File: src/sv/plv_pkg.sv
// ----------------------------------------------------------------------------
// plv_pkg
// Shared types and constants for the positional value list.
// ----------------------------------------------------------------------------
package plv_pkg;

  localparam int unsigned DEFAULT_CAPACITY = 1024;

  localparam int unsigned MODE_W   = 2;
  localparam int unsigned VALUE_W  = 64;
  localparam int unsigned POS_W    = 10;
  localparam int unsigned STATUS_W = 2;
  localparam int unsigned COUNT_W  = 11;

  localparam int unsigned IN_FIELDS_W  = VALUE_W + POS_W;
  localparam int unsigned IN_TDATA_W   = ((IN_FIELDS_W + 7) / 8) * 8;
  localparam int unsigned OUT_FIELDS_W = VALUE_W + COUNT_W;
  localparam int unsigned OUT_TDATA_W  = ((OUT_FIELDS_W + 7) / 8) * 8;
  localparam int unsigned OUT_PAD_W    = OUT_TDATA_W - OUT_FIELDS_W;
  localparam int unsigned TUSER_W      = 8;

  typedef enum logic [MODE_W-1:0] {
    MODE_INSERT = 2'd0,
    MODE_REMOVE = 2'd1,
    MODE_READ   = 2'd2,
    MODE_CLEAR  = 2'd3
  } mode_e;

  typedef enum logic [STATUS_W-1:0] {
    ST_OK      = 2'd0,
    ST_CLAMPED = 2'd1,
    ST_FULL    = 2'd2,
    ST_EMPTY   = 2'd3
  } status_e;

endpackage

File: src/sv/plv_ctrl.sv
// ----------------------------------------------------------------------------
// plv_ctrl
// Request sequencer: clamps the position; for insert and remove, walks the entry
// memory one entry per read/write pair to open or close a gap; registers the result.
// ----------------------------------------------------------------------------
module plv_ctrl #(
  parameter int unsigned CAPACITY = plv_pkg::DEFAULT_CAPACITY,
  localparam int unsigned IW      = $clog2(CAPACITY),
  localparam int unsigned LW      = $clog2(CAPACITY + 1)
) (
  input  logic                          clk_i,
  input  logic                          rst_ni,
  input  logic                          in_valid_i,
  output logic                          in_ready_o,
  input  logic [plv_pkg::MODE_W-1:0]    in_mode_i,
  input  logic [plv_pkg::VALUE_W-1:0]   in_value_i,
  input  logic [plv_pkg::POS_W-1:0]     in_pos_i,
  output logic                          out_valid_o,
  input  logic                          out_ready_i,
  output logic [plv_pkg::VALUE_W-1:0]   out_value_o,
  output logic [plv_pkg::STATUS_W-1:0]  out_status_o,
  output logic [plv_pkg::COUNT_W-1:0]   out_count_o,
  output logic                          mem_rd_en_o,
  output logic [IW-1:0]                 mem_rd_addr_o,
  output logic                          mem_wr_en_o,
  output logic [IW-1:0]                 mem_wr_addr_o,
  output logic [plv_pkg::VALUE_W-1:0]   mem_wr_data_o,
  input  logic [plv_pkg::VALUE_W-1:0]   mem_rd_data_i
);
  import plv_pkg::*;

  localparam int unsigned CW = (LW > POS_W) ? LW : POS_W;

  typedef enum logic [4:0] {
    S_IDLE = 5'b00001,
    S_EVAL = 5'b00010,
    S_RD   = 5'b00100,
    S_WR   = 5'b01000,
    S_RESP = 5'b10000
  } state_e;

  state_e             state_q, state_d;
  mode_e              mode_q, mode_d;
  logic [VALUE_W-1:0] value_q, value_d;
  logic [POS_W-1:0]   pos_q, pos_d;
  logic [LW-1:0]      len_q, len_d;
  logic [IW-1:0]      idx_q, idx_d;
  logic [IW-1:0]      p_q, p_d;
  status_e            status_q, status_d;
  logic               is_read_q, is_read_d;
  logic               out_valid_q, out_valid_d;
  logic [VALUE_W-1:0] out_value_q, out_value_d;
  status_e            out_status_q, out_status_d;
  logic [COUNT_W-1:0] out_count_q, out_count_d;

  logic [CW-1:0] pos_ext, len_ext;
  logic [IW-1:0] pc;
  logic          pc_clamped;

  assign pos_ext    = CW'(pos_q);
  assign len_ext    = CW'(len_q);
  assign pc_clamped = (pos_ext >= len_ext);
  assign pc         = pc_clamped ? IW'(len_q - LW'(1)) : IW'(pos_q);

  always_comb begin
    state_d      = state_q;
    mode_d       = mode_q;
    value_d      = value_q;
    pos_d        = pos_q;
    len_d        = len_q;
    idx_d        = idx_q;
    p_d          = p_q;
    status_d     = status_q;
    is_read_d    = is_read_q;
    out_valid_d  = out_valid_q && !out_ready_i;
    out_value_d  = out_value_q;
    out_status_d = out_status_q;
    out_count_d  = out_count_q;
    mem_rd_en_o   = 1'b0;
    mem_rd_addr_o = idx_q;
    mem_wr_en_o   = 1'b0;
    mem_wr_addr_o = idx_q;
    mem_wr_data_o = mem_rd_data_i;

    case (state_q)
      S_IDLE: begin
        if (in_valid_i) begin
          mode_d  = mode_e'(in_mode_i);
          value_d = in_value_i;
          pos_d   = in_pos_i;
          state_d = S_EVAL;
        end
      end
      S_EVAL: begin
        is_read_d = 1'b0;
        status_d  = ST_OK;
        case (mode_q)
          MODE_INSERT: begin
            if (len_q == LW'(CAPACITY)) begin
              status_d = ST_FULL;
              state_d  = S_RESP;
            end else begin
              if (pos_ext > len_ext) begin
                p_d      = IW'(len_q);
                status_d = ST_CLAMPED;
              end else begin
                p_d = IW'(pos_q);
              end
              idx_d   = IW'(len_q);
              state_d = S_RD;
            end
          end
          MODE_REMOVE: begin
            if (len_q == '0) begin
              status_d = ST_EMPTY;
              state_d  = S_RESP;
            end else begin
              status_d = pc_clamped ? ST_CLAMPED : ST_OK;
              idx_d    = pc;
              state_d  = S_RD;
            end
          end
          MODE_READ: begin
            if (len_q == '0) begin
              status_d = ST_EMPTY;
            end else begin
              status_d      = pc_clamped ? ST_CLAMPED : ST_OK;
              mem_rd_en_o   = 1'b1;
              mem_rd_addr_o = pc;
              is_read_d     = 1'b1;
            end
            state_d = S_RESP;
          end
          MODE_CLEAR: begin
            len_d   = '0;
            state_d = S_RESP;
          end
          default: state_d = S_RESP;
        endcase
      end
      S_RD: begin
        if (mode_q == MODE_INSERT) begin
          if (idx_q > p_q) begin
            mem_rd_en_o   = 1'b1;
            mem_rd_addr_o = idx_q - IW'(1);
            state_d       = S_WR;
          end else begin
            mem_wr_en_o   = 1'b1;
            mem_wr_addr_o = p_q;
            mem_wr_data_o = value_q;
            len_d         = len_q + LW'(1);
            state_d       = S_RESP;
          end
        end else begin
          if ((LW'(idx_q) + LW'(1)) < len_q) begin
            mem_rd_en_o   = 1'b1;
            mem_rd_addr_o = idx_q + IW'(1);
            state_d       = S_WR;
          end else begin
            len_d   = len_q - LW'(1);
            state_d = S_RESP;
          end
        end
      end
      S_WR: begin
        mem_wr_en_o = 1'b1;
        idx_d       = (mode_q == MODE_INSERT) ? idx_q - IW'(1) : idx_q + IW'(1);
        state_d     = S_RD;
      end
      S_RESP: begin
        if (!out_valid_q || out_ready_i) begin
          out_valid_d  = 1'b1;
          out_value_d  = is_read_q ? mem_rd_data_i : '0;
          out_status_d = status_q;
          out_count_d  = COUNT_W'(len_q);
          state_d      = S_IDLE;
        end
      end
      default: state_d = S_IDLE;
    endcase
  end

  always_ff @(posedge clk_i or negedge rst_ni) begin
    if (!rst_ni) begin
      state_q     <= S_IDLE;
      len_q       <= '0;
      out_valid_q <= 1'b0;
    end else begin
      state_q     <= state_d;
      len_q       <= len_d;
      out_valid_q <= out_valid_d;
    end
  end

  always_ff @(posedge clk_i) begin
    mode_q       <= mode_d;
    value_q      <= value_d;
    pos_q        <= pos_d;
    idx_q        <= idx_d;
    p_q          <= p_d;
    status_q     <= status_d;
    is_read_q    <= is_read_d;
    out_value_q  <= out_value_d;
    out_status_q <= out_status_d;
    out_count_q  <= out_count_d;
  end

  assign in_ready_o   = (state_q == S_IDLE);
  assign out_valid_o  = out_valid_q;
  assign out_value_o  = out_value_q;
  assign out_status_o = out_status_q;
  assign out_count_o  = out_count_q;

endmodule

File: config.mk
export PLATFORM = sky130hd
export DESIGN_NAME = plv_ctrl
export DESIGN_NICKNAME = d
export VERILOG_FILES = /design/src/sv/plv_pkg.sv /design/src/sv/plv_ctrl.sv
export SDC_FILE = /design/constraint.sdc
export NUM_CORES = 1
export LEC_CHECK = 0
export BUFFER_PORTS_ARGS = -buffer_cell sky130_fd_sc_hd__buf_2
export CORE_ASPECT_RATIO = 2
export CORE_UTILIZATION = 40
export CTS_CLUSTER_DIAMETER = 200
export DETAILED_ROUTE_END_ITERATION = 10
export GPL_ROUTABILITY_DRIVEN = 0
export SYNTH_ARGS = -nofsm -noshare
export SYNTH_HDL_FRONTEND = slang
export SYNTH_SLANG_ARGS = --single-unit
File: constraint.sdc
create_clock -name clk_i -period 7.7 [get_ports clk_i]
set_clock_uncertainty 0.15 [all_clocks]
set_input_delay 1.54 -clock clk_i [delete_from_list [all_inputs] [get_ports clk_i]]
set_output_delay 1.54 -clock clk_i [all_outputs]
set_load 0.005 [all_outputs]
==> Word level (Yosys, flattened, before mapping) <==
Cells that the tools add are included.
{ "classes": {"add_sub_neg": 5, "n_lt_le_gt_ge": 4, "n_eq_ne": 16, "n_mux": 48, "bitwise": 1, "n_reduce_logical": 16} }
{ "op_table": {"columns": ["operator", "count"], "rows": [
  ["$mux W64", 3],
  ["$mux W10", 12],
  ["$pmux W10 S2", 3],
  ["$mux W11", 4],
  ["$mux W5", 7],
  ["$pmux W5 S5", 1],
  ["$pmux W11 S2", 1],
  ["$pmux W5 S3", 1],
  ["$add A10 B1 Y11 const B", 1],
  ["$add A11 B1 Y11 const B", 1],
  ["$eq A11 B11 Y1 const B", 1],
  ["$ge A10 B11 Y1", 1],
  ["$gt A10 B11 Y1", 1],
  ["$logic_not A11 Y1", 1],
  ["$lt A11 B11 Y1", 1],
  ["$mux W1", 11],
  ["$sub A11 B1 Y11 const B", 1],
  ["$add A10 B1 Y10 const B", 1],
  ["$gt A10 B10 Y1", 1],
  ["$sub A10 B1 Y10 const B", 1],
  ["$ne A3 B3 Y1 const B", 3],
  ["$reduce_and A2 Y1", 3],
  ["$reduce_and A3 Y1", 2],
  ["$eq A5 B1 Y1 const B", 1],
  ["other kinds (20)", 27]
]} }
{ "totals": {"ff_bits": 193, "input_bits": 144, "wordCells": 103} }

==> Depth between registers and ports, before layout <==
{ "depth": {"word_depth": 5, "depth_mapped": 14, "depth_no_buf": 12} }

==> Worst setup path after synthesis <==
OpenSTA, ideal clock, no wires.
{ "synth_timing": {"kind": "register to output", "startpoint": "register idx_q[4]", "endpoint": "output port mem_rd_addr_o[6]", "t_arrival_ps": 2936, "required_time_ps": 6010, "setup_slack_ps": 3074, "path_stages_with_launch": 14, "path_cell_list": "edfxtp_1 -> clkbuf_1 -> nand3_1 -> nor3_1 -> xnor2_1 -> inv_1 -> ha_1 -> a211oi_1 -> o21ai_0 -> a221oi_1 -> buf_2 -> a32o_1 -> o21bai_1 -> a221o_1"} }
{ "synth_between": {"elab_chain_len": 5, "word_cells_on_any_way": 9, "cone_classes": "add/sub: 3; order compare: 2; mux: 4"} }
{ "synth_lines": {"columns": ["element", "line_no", "source"], "rows": [
  ["start: declaration", "plv_ctrl.sv:47", "logic [IW-1:0] idx_q, idx_d;"],
  ["start signal: assignment", "plv_ctrl.sv:199", "idx_q <= idx_d;"],
  ["$add A10 B1 Y11", "plv_ctrl.sv:155", "if ((LW'(idx_q) + LW'(1)) < len_q) begin"],
  ["$lt A11 B11 Y1", "plv_ctrl.sv:155", null],
  ["$mux W10", "plv_ctrl.sv:155", null],
  ["$mux W10 (*)", "plv_ctrl.sv:142", "if (mode_q == MODE_INSERT) begin"],
  ["$pmux W10 S2 (*)", "plv_ctrl.sv:85", "case (state_q)"],
  ["end: declaration", "plv_ctrl.sv:24", "output logic [IW-1:0] mem_rd_addr_o,"]
]} }
Mark *: on every way between the ends. The rest lies on a longest branch, timed or not.

==> Worst setup path after layout <==
{ "layout_timing": {"startpoint": "register idx_q[3]", "endpoint": "output port mem_rd_addr_o[7]"} }
Same word-level chain as after synthesis.

==> impl_metrics.json <==
{
  "powerDensity_mw_per_mm2": 284,
  "die_w_um": 115,
  "ys_types": 76,
  "period_minus_slack_ps": 6060,
  "io_buffers": 308,
  "p_sw_uw": 1280,
  "core_mm2": 0.0251,
  "synth_top_area_share": 0.516,
  "netlist_top_cells_area": "edfxtp_1, mux2_2, ha_1, and2_1, dfrtp_1",
  "fin_tns_setup_ps": 0,
  "async_flop_share": 0.0881,
  "fmax_ghz": 0.165,
  "rsz0062_at_grt": "no",
  "end_kind": "output port",
  "grt_max_degree": 78,
  "yosys-top-cells-count": "edfxtp_1, mux2_2, and2_1",
  "ys_warn_count": 0,
  "rrSetupSlack_ps": 3550,
  "path_class": "reg2out",
  "wl_met2_mm": 18.2,
  "postSynthCellCount": 837,
  "drive_above_1_share": 0.395,
  "yosys_most_used_dff": "edfxtp_1",
  "fp.dieH_um": 228,
  "synth_top_area_cell": "edfxtp_1",
  "via_per_inst": 5.41,
  "maxCapViolCount": 0,
  "seq_area_frac_synth": 0.558,
  "yosysMostFrequentCell": "edfxtp_1",
  "overflow": 0,
  "maxSlewViolCount": 0,
  "worstMarginPinSlew_ps": 1350,
  "start_util": 0.408,
  "outcome": "completed",
  "clk_pin_slew_worst_paths_ps": 70,
  "required_ps": 6010,
  "p_clk_frac": 0.266,
  "cts_num_sinks": 193,
  "netlist_area_mm2": 0.0102,
  "postSynthAreaPerCell_um2": 12.2,
  "setup_viol": 0,
  "rr_endpoint": "len_ext[5]$_DFFE_PN0P_",
  "peakVddDrop_mv": 0.157,
  "rows": 82,
  "cts_setup_buffers": 0,
  "synth_edf_count": 176,
  "met1_length_mm": 10.8,
  "post-route-util": 0.505,
  "fin_nets": 1307,
  "stdcell_count": 1475,
  "min_period_over_period": 0.787,
  "grt_pass1_vias": 8031,
  "cts_buffer_depth": 2,
  "cts_root_buffer": "clkbuf_16",
  "grtUsageTotal": 0.250,
  "grt_pass1_wl_mm": 47.6,
  "holdPathStages": 0,
  "ys_seq_elements": 193,
  "antenna_found_initial": 1,
  "cts_max_level": 4,
  "post-dp-hpwl_mm": 24.6,
  "p_int_uw": 2320,
  "reg2reg_from": "idx_q[3]$_DFFE_PP_",
  "worst_hold_path_type": "reg2reg",
  "dieArea_mm2": 0.0263,
  "ant_nets": 0,
  "cts_hold_buf": 0,
  "highest_layer": "met4",
  "tritoncts": "built",
  "seqPwrFrac": 0.400,
  "p_sw_frac": 0.356,
  "cts-buffers-inserted": 17,
  "cp-startpoint": "idx_q[3]$_DFFE_PP_",
  "min_to": "out_status_o[1]$_DFFE_PP_",
  "crit_arrival_ps": 4370,
  "num_vias": 7983,
  "ioPinCount": 309,
  "drt_first_pass_iters": 5,
  "reg2regPathDepth": 12,
  "ctsResizeCount": 0,
  "relSlewSlack": 0.0949,
  "placed_cells": 1442,
  "syn_to_final_growth_pct": 23.9,
  "wl_met3_mm": 1.90,
  "syn-num-nets": 1019,
  "drt-total-wl_mm": 32.7,
  "startpoint_type": "flip-flop",
  "min_from": "status_q[1]$_DFFE_PP_",
  "hold_viol": 0,
  "first_iter_violations": 608,
  "drc": 0,
  "p_comb_frac": 0.334,
  "wl_per_cell_um": 22.2,
  "cellLeakagePower_uw": 0.00514,
  "clock_latency_ps": 450,
  "critical_path.max_fanout": 20
}
[worst max path at each step]
stage                     cells after the start                 to  slack (ps)
final                                        13   mem_rd_addr_o[7]        1640
after global routing                         13   mem_rd_addr_o[7]        1340
after CTS                                    13   mem_rd_addr_o[7]        1700
after detailed placement                      8  mem_wr_data_o[38]        2210
after global placement                        8  mem_wr_data_o[38]        2240
after floorplan                              13   mem_rd_addr_o[6]        3070
[logic make-up (layout without fill, tap and decap cells)]
| group | Yosys count | after routing | share of synthesized area |
|---|---|---|---|
| AND/OR/NAND/NOR | 244 | 244 | 0.134 |
| flip-flops | 193 | 193 | 0.558 |
| AO/OA/AOI/OAI | 151 | 151 | 0.101 |
| buffers and inverters | 95 | 396 | 0.0415 |
| multiplexers | 92 | 92 | 0.0991 |
| adder cells (fa/ha/maj) | 38 | 38 | 0.0464 |
| XOR/XNOR | 24 | 24 | 0.0205 |
| other | 0 | 1 | 0 |
[worst max-delay path, cell delays in order, from the launching register on]
cell and delay (ps):
edfxtp_1 700, nand3_1 290, nor3_1 300, xnor2_1 200, inv_1 80, ha_1 310, a211oi_1 200, o21ai_0 110
a221oi_1 210, buf_4 240, a21o_1 680, and4_1 320, a221o_1 140, buf_2 120
[flip-flops by register name, summed over array words and instances, names as in the netlist]
register      count
out_count_o      11
mode_q            2
out_value_o      64
out_status_o      2
status_q          2
pos_q            10
is_read_q         1
out_valid_o       1
idx_q            10
p_q              10
value_q          64
len_ext          11
state_q           5
[per-layer routing]
layer | vias up | global-route usage
li1 | 3706 | -
met1 | 3821 | 0.235
met4 | 0 | 0.159
met3 | 92 | 0.0567
met5 | - | 0
met2 | 364 | 0.471
[placed cells by master, fill, tap and decap left out, types with 20 or more instances in the layout]
master / count
ha_1: 38
nand2_1: 39
mux2_2: 74
buf_2: 308
nand3_1: 28
a21oi_1: 41
edfxtp_1: 176
nor3_1: 21
and2_1: 68
inv_1: 42
o21ai_0: 36
nor2_1: 20
[power by group through the flow]
stage	logic, µW	clock network [µW]	registers, µW
after global placement	1180	0	1460
after floorplan	814	0	1420
after global routing	1300	1010	1460
final	1200	958	1440
after CTS	1190	980	1440
after detailed placement	1180	0	1460
[area by class of cell]
class / instances / area, µm²
diodes: 1 / 2.50
clock inverters: 14 / 201
well taps: 336 / 420
multi-input cells: 549 / 4130
inverters: 44 / 166
fillers: 2257 / 12400
clock buffers: 18 / 429
repair buffers: 320 / 1630
flip-flops and latches: 193 / 5710
[metrics by stage]
stage          area (µm²)  hold WS, ps  power, µW  setup slack, ps
2_1_floorplan       10200          250       2240             3070
3_3_place_gp        12100          256       2640             2240
3_5_place_dp        12100          265       2640             2210
4_1_cts             12700          280       3610             1700
5_1_grt             12700          298       3770             1340
6_report            12700          279       3610             1640
Note: power is estimated with default switching activity, not from simulation.
